$ cat config.mk
export PLATFORM = sky130hd
export DESIGN_NAME = aar_div
export DESIGN_NICKNAME = d
export VERILOG_FILES = /design/src/design/aar_pkg.sv /design/src/design/aar_div.sv
export SDC_FILE = /design/constraint.sdc
export NUM_CORES = 2
export LEC_CHECK = 0
export CAP_MARGIN = 40
export CORE_MARGIN = 2
export CORE_UTILIZATION = 50
export DETAILED_ROUTE_END_ITERATION = 12
export DONT_BUFFER_PORTS = 1
export SYNTH_ARGS = -nofsm -noshare
export SYNTH_HDL_FRONTEND = slang
export SYNTH_SLANG_ARGS = --single-unit
$ cat constraint.sdc
create_clock -name clk -period 5.07 [get_ports clk]
set_input_delay 0.7605 -clock clk [delete_from_list [all_inputs] [get_ports clk]]
set_output_delay 0.7605 -clock clk [all_outputs]
set_load 0.01 [all_outputs]
$ cat src/design/aar_pkg.sv
// shared constants, types and tables for the rotation vector to matrix pipeline
package aar_pkg;

    localparam int IN_FRAC_BITS  = 12;
    localparam int OUT_FRAC_BITS = 14;
    localparam int TRIG_STAGES   = 16;
    localparam int ATAN_DEPTH    = 32;

    localparam int IN_W    = 16;
    localparam int LEN_W   = 16;
    localparam int LIMIT_W = 12;
    localparam int OUT_W   = 16;
    localparam int AXIS_W  = 32;
    localparam int TRIG_W  = 34;
    localparam int ANG_W   = 36;

    localparam int DIV_LATENCY = 33;
    localparam int COR_EXTRA   = 5;

    typedef logic signed [AXIS_W-1:0] axis_t;
    typedef logic signed [TRIG_W-1:0] trig_t;
    typedef logic signed [ANG_W-1:0]  angle_t;

    localparam angle_t Q30_PI      = 36'sd3373259426;
    localparam angle_t Q30_HALF_PI = 36'sd1686629713;
    localparam angle_t Q30_TWO_PI  = 36'sd6746518852;
    localparam angle_t Q30_FOUR_PI = 36'sd13493037704;
    localparam trig_t  CORDIC_GAIN = 34'sd652032874;
    localparam trig_t  Q30_ONE     = 34'sd1073741824;

    function automatic logic [31:0] atan_val(input int idx);
        unique case (idx)
            0:  return 32'd843314856;
            1:  return 32'd497837829;
            2:  return 32'd263043836;
            3:  return 32'd133525158;
            4:  return 32'd67021686;
            5:  return 32'd33543515;
            6:  return 32'd16775850;
            7:  return 32'd8388437;
            8:  return 32'd4194282;
            9:  return 32'd2097149;
            10: return 32'd1048575;
            11: return 32'd524287;
            12: return 32'd262143;
            13: return 32'd131071;
            14: return 32'd65535;
            15: return 32'd32767;
            16: return 32'd16383;
            17: return 32'd8191;
            18: return 32'd4095;
            19: return 32'd2047;
            20: return 32'd1023;
            21: return 32'd511;
            22: return 32'd255;
            23: return 32'd127;
            24: return 32'd63;
            25: return 32'd31;
            26: return 32'd15;
            27: return 32'd7;
            28: return 32'd3;
            29: return 32'd1;
            default: return 32'd0;
        endcase
    endfunction

endpackage

$ cat src/design/aar_div.sv
// pipelined rounded divider that turns one vector component into a unit axis component
module aar_div #(
    parameter int PAD = 0
) (
    input  logic                               clk,
    input  logic signed [aar_pkg::IN_W-1:0]    w,
    input  logic [aar_pkg::LEN_W-1:0]          len,
    output aar_pkg::axis_t                     k
);
    import aar_pkg::*;

    localparam int QB = 31;

    logic [LEN_W-1:0] rem_reg [QB+1];
    logic [QB-1:0]    num_reg [QB+1];
    logic [QB-1:0]    quo_reg [QB+1];
    logic [LEN_W-1:0] den_reg [QB+1];
    logic             neg_reg [QB+1];
    axis_t            k_reg;
    logic [IN_W-1:0]  mag;

    assign mag = w[IN_W-1] ? IN_W'(-w) : IN_W'(w);

    always_ff @(posedge clk)
    begin
        rem_reg[0] <= {1'b0, mag[IN_W-1:1]};
        num_reg[0] <= {mag[0], 15'b0, len[LEN_W-1:1]};
        quo_reg[0] <= '0;
        den_reg[0] <= len;
        neg_reg[0] <= w[IN_W-1];
    end

    for (genvar i = 1; i <= QB; i++)
    begin : g_step
        logic [LEN_W:0] trial;
        logic           take;
        assign trial = {rem_reg[i-1], num_reg[i-1][QB-1]};
        assign take  = trial >= {1'b0, den_reg[i-1]};
        always_ff @(posedge clk)
        begin
            rem_reg[i] <= take ? LEN_W'(trial - {1'b0, den_reg[i-1]}) : trial[LEN_W-1:0];
            num_reg[i] <= {num_reg[i-1][QB-2:0], 1'b0};
            quo_reg[i] <= {quo_reg[i-1][QB-2:0], take};
            den_reg[i] <= den_reg[i-1];
            neg_reg[i] <= neg_reg[i-1];
        end
    end

    always_ff @(posedge clk)
    begin
        k_reg <= neg_reg[QB] ? -axis_t'(quo_reg[QB]) : axis_t'(quo_reg[QB]);
    end

    if (PAD == 0)
    begin : g_nopad
        assign k = k_reg;
    end
    else
    begin : g_pad
        axis_t pad_reg [PAD];
        always_ff @(posedge clk)
        begin
            pad_reg[0] <= k_reg;
            for (int j = 1; j < PAD; j++)
            begin
                pad_reg[j] <= pad_reg[j-1];
            end
        end
        assign k = pad_reg[PAD-1];
    end

endmodule

==> results.md <==
- Vias in the first global route: 39000
- RSZ-0062 raised after global routing: false
- Main combinational cell family by area after synthesis: compound AO/OA/AOI/OAI gates
- Post_cts resized: 0
- Status: complete, no violations
- Mapped Cells: about 6000
- Critical path arrival: 4110 ps
- EDFF count, synth: 0
- Worst vdd ir: 413 uV
- DRC viols: 0
- Most used DFF post-synth: dfxtp_1
- Post-synthesis compound-gate area fraction: 13.5%
- Crit-path most repeated cell: o31ai_1
- Worst setup slack after placement: roughly 1600 ps
- Area Growth Syn to Fin: 12.7%
- Max-cap violation count: 0
- Layout cell share with drive strength beyond 1: between 8 and 9%
- Vias: 40200
- TritonCTS clock tree: built
- DRT Pass-1 Iters: 5
- Final Skew: between 70 and 80 ps
- Pleak: roughly 0.03 uW
- Synth area leader: dfxtp_1
- Post-Synth Simple-Gate Area: between 10% and 20%
- Number of core rows: 127
- Clk pwr share: 22.8%
- Async SR Flop Fraction: 0%
- Switch share: 35.5%
- Post-route antenna net violation count: 0
- Die X: 352 um
- Critical Path Stages: 11
- Root Driver: clkbuf_16
- Cells along the critical path: inv_1 -> ha_1 -> nor2b_1 -> o31a_1 -> o31ai_1 -> a21oi_1 -> o31ai_1 -> a211oi_1 -> a2111oi_4 -> buf_4 -> mux2_2
- Final hold slack: 74.8 ps
- WP data required: 5670 ps
- Crit path buffers/inverters: 2
- Post-synthesis cell area: about 0.061 mm^2
- Nets: between 6000 and 7000
- Final period util: 69.2%
- Largest delay share family, worst path: compound AO/OA/AOI/OAI gates
- Critical path class: register to register
- Internal reg-to-reg setup slack: 1560 ps
- Number of H-tree levels: 4
- Initial antenna violation count: 2
- Setup crit end: rem_reg[1][92]
- Post-synthesis sequential area ratio: 51.2%
- Dpl hpwl: 97.3 mm
- Most frequent cell after synthesis: dfxtp_1
- Final wirelength: between 100 and 150 mm
- CP Capture Type: register
- Post-CTS setup buffers: 0
- Initial DRC Count: 2512
- Die Y: ~350 um
- Total GRT Usage: 20.2%
- Fin. Hold Viols: 0
- Largest net degree at the start of global routing: 31
- Sinks on Clock Net: 1552
- Fillers: 10400
- Max Freq: 285 MHz
- Mux share of post-synthesis cell area: 4.22%
- RR Endpoint: rem_reg[1][92]
- Worst-path clk slew: about 60 ps
- Inserted Clock Buffers: 155
- Slowest CP cell: a2111oi_4
- Worst hold path type: input port to register
- Post-synth top cells: dfxtp_1, inv_1, ha_1
- Core outline area: between 0.1 and 0.15 mm^2
- Worst-Margin Slew: 831 ps
- Critical Path Start: den_reg[1][65]
- Reg2reg start: den_reg[1][65]
- Synth top area share: 51.2%
- Pint: ~33000 uW
- Slew headroom: 43.2%
- Final WS setup: 1560 ps
- Pins Over Slew Limit: 0
- Largest cells by area after synthesis: dfxtp_1, ha_1, inv_1, mux2_2, xnor2_1
- I/O Buffers: 0
- Yosys reg bits: 1552
- Synth Area in Adders: 11.3%
- PwrDens: 757 mW/mm^2
- Final Total Pwr: 51700 uW
- Register-to-Register Path Depth: 11
- Post-route setup TNS: 0 ps
- CTS Buffer Depth: 3
- Starting density of the core: 50.5%
- Syn nets: 6503
- Routed vias/inst: approximately 5.2
- XOR/XNOR share of the synthesized area: under 10%
- First-pass GRT wire length: 204 mm
- CP max FO: 10
- Max incr delay on CP: 530 ps
- Placer Congestion: 0.872
- Die area: 0.124 mm^2
- Reg power frac: 37.1%
- Fin crit period: 3510 ps
- Clock Latency Late Sink: 780 ps
- GR Overflow Total: 0
- DR WL/cell: 16.2 um
- Syn. warnings: 0
- Num ports: 65
- Startpoint types: register
- Logic pwr share: 40.0%
- Synthesized area per cell: 10.2 um^2
- Switch Pwr: 18300 uW
- Finish-stage setup viols: 0
- Count of different cell masters after synthesis: 85
-- layout by cell type (no fill, tap or decap), types with 42 or more instances in the layout --
cell       instances
a211oi_1          47
a21o_1            92
a21oi_1          353
a31oi_1           42
clkbuf_16        156
dfxtp_1         1552
ha_1             498
inv_1            623
mux2_2           204
nand2_1          313
nand2b_1          82
nand3_1           80
nand4_1           64
nor2_1           402
nor2b_1           73
nor3_1            97
o21a_1            85
o21ai_0          326
o31ai_1           45
xnor2_1          232
xor2_1           130
-- routing by layer --
layer  track usage (%)  wire length [um]  vias to the layer above  share of wire, %
met5                 0                 0                        -                 0
met2              32.5             56600                      727                45
met3              3.10              4880                      192               3.9
li1                  -                 -                    20700                 -
met1              28.0             62200                    18600                49
met4              6.05              2940                        0               2.3
-- how the worst min path moves through the flow --
stage / from / to / slack [ps] / cells past startpoint
2_1_floorplan: neg_reg[0][9] / neg_reg[0][10] / 310 / 0
3_3_place_gp: quo_reg[1][321] / quo_reg[1][353] / 310 / 0
3_5_place_dp: neg_reg[0][12] / neg_reg[0][13] / 310 / 0
4_1_cts: w[4] / rem_reg[0][3] / 8 / 1
5_1_grt: w[4] / rem_reg[0][3] / 20 / 1
6_report: w[6] / rem_reg[0][5] / 70 / 1
-- worst register-to-register path, cell delays in order, from the launching register on --
cell       delay [ps]
dfxtp_1           380
inv_1              60
ha_1              280
nor2b_1           140
o31a_1            270
o31ai_1           300
a21oi_1           160
o31ai_1           420
a211oi_1          190
a2111oi_4         530
buf_4             320
mux2_2            350
-- stage by stage --
step / utilization, % / area (um^2) / std cells
final: 56.9 / 68400 / 7808
after global routing: 56.9 / 68400 / 7807
after CTS: 56.9 / 68400 / 7807
after detailed placement: 52.2 / 62700 / 7505
after global placement: 52.1 / 62500 / 7491
after floorplan: - / 60600 / 5942
-- power by group through the flow --
stage / Clock, uW / Sequential [uW] / Combinational (uW)
finish: 11800 / 19200 / 20700
global route: 12600 / 19600 / 23200
CTS: 12100 / 19300 / 20700
detailed placement: 0 / 19500 / 20500
global placement: 0 / 19400 / 20000
floorplan: 0 / 18300 / 16500
-- final cells by class --
cell class	instances	area (um^2)	area share, %
Clock buffer	222	4440	6.50
Clock inverter	61	1020	1.49
Sequential cell	1552	31100	45.4
Timing Repair Buffer	45	465	0.681
Tap cell	1612	2020	2.95
Multi-Input combinational cell	3691	27000	39.5
Antenna cell	1	2.50	0.00366
Inverter	624	2340	3.43
-- kinds of logic after synthesis --
logic type | count (synthesis)
AOI/OAI and AO/OA | 1282
xor gates and xnor gates | 362
adders and majority gates | 528
buffers and inverters | 699
DFF | 1552
muxes | 230
and+or+nand+nor | 1289
-- repair_timing --
| action | in CTS | in global routing |
|---|---|---|
| setup endpoints to repair | 0 | 0 |
| hold buffers | 19 | 0 |
| hold endpoints to repair | 19 | 0 |
Power figures use the tool's default switching activity.
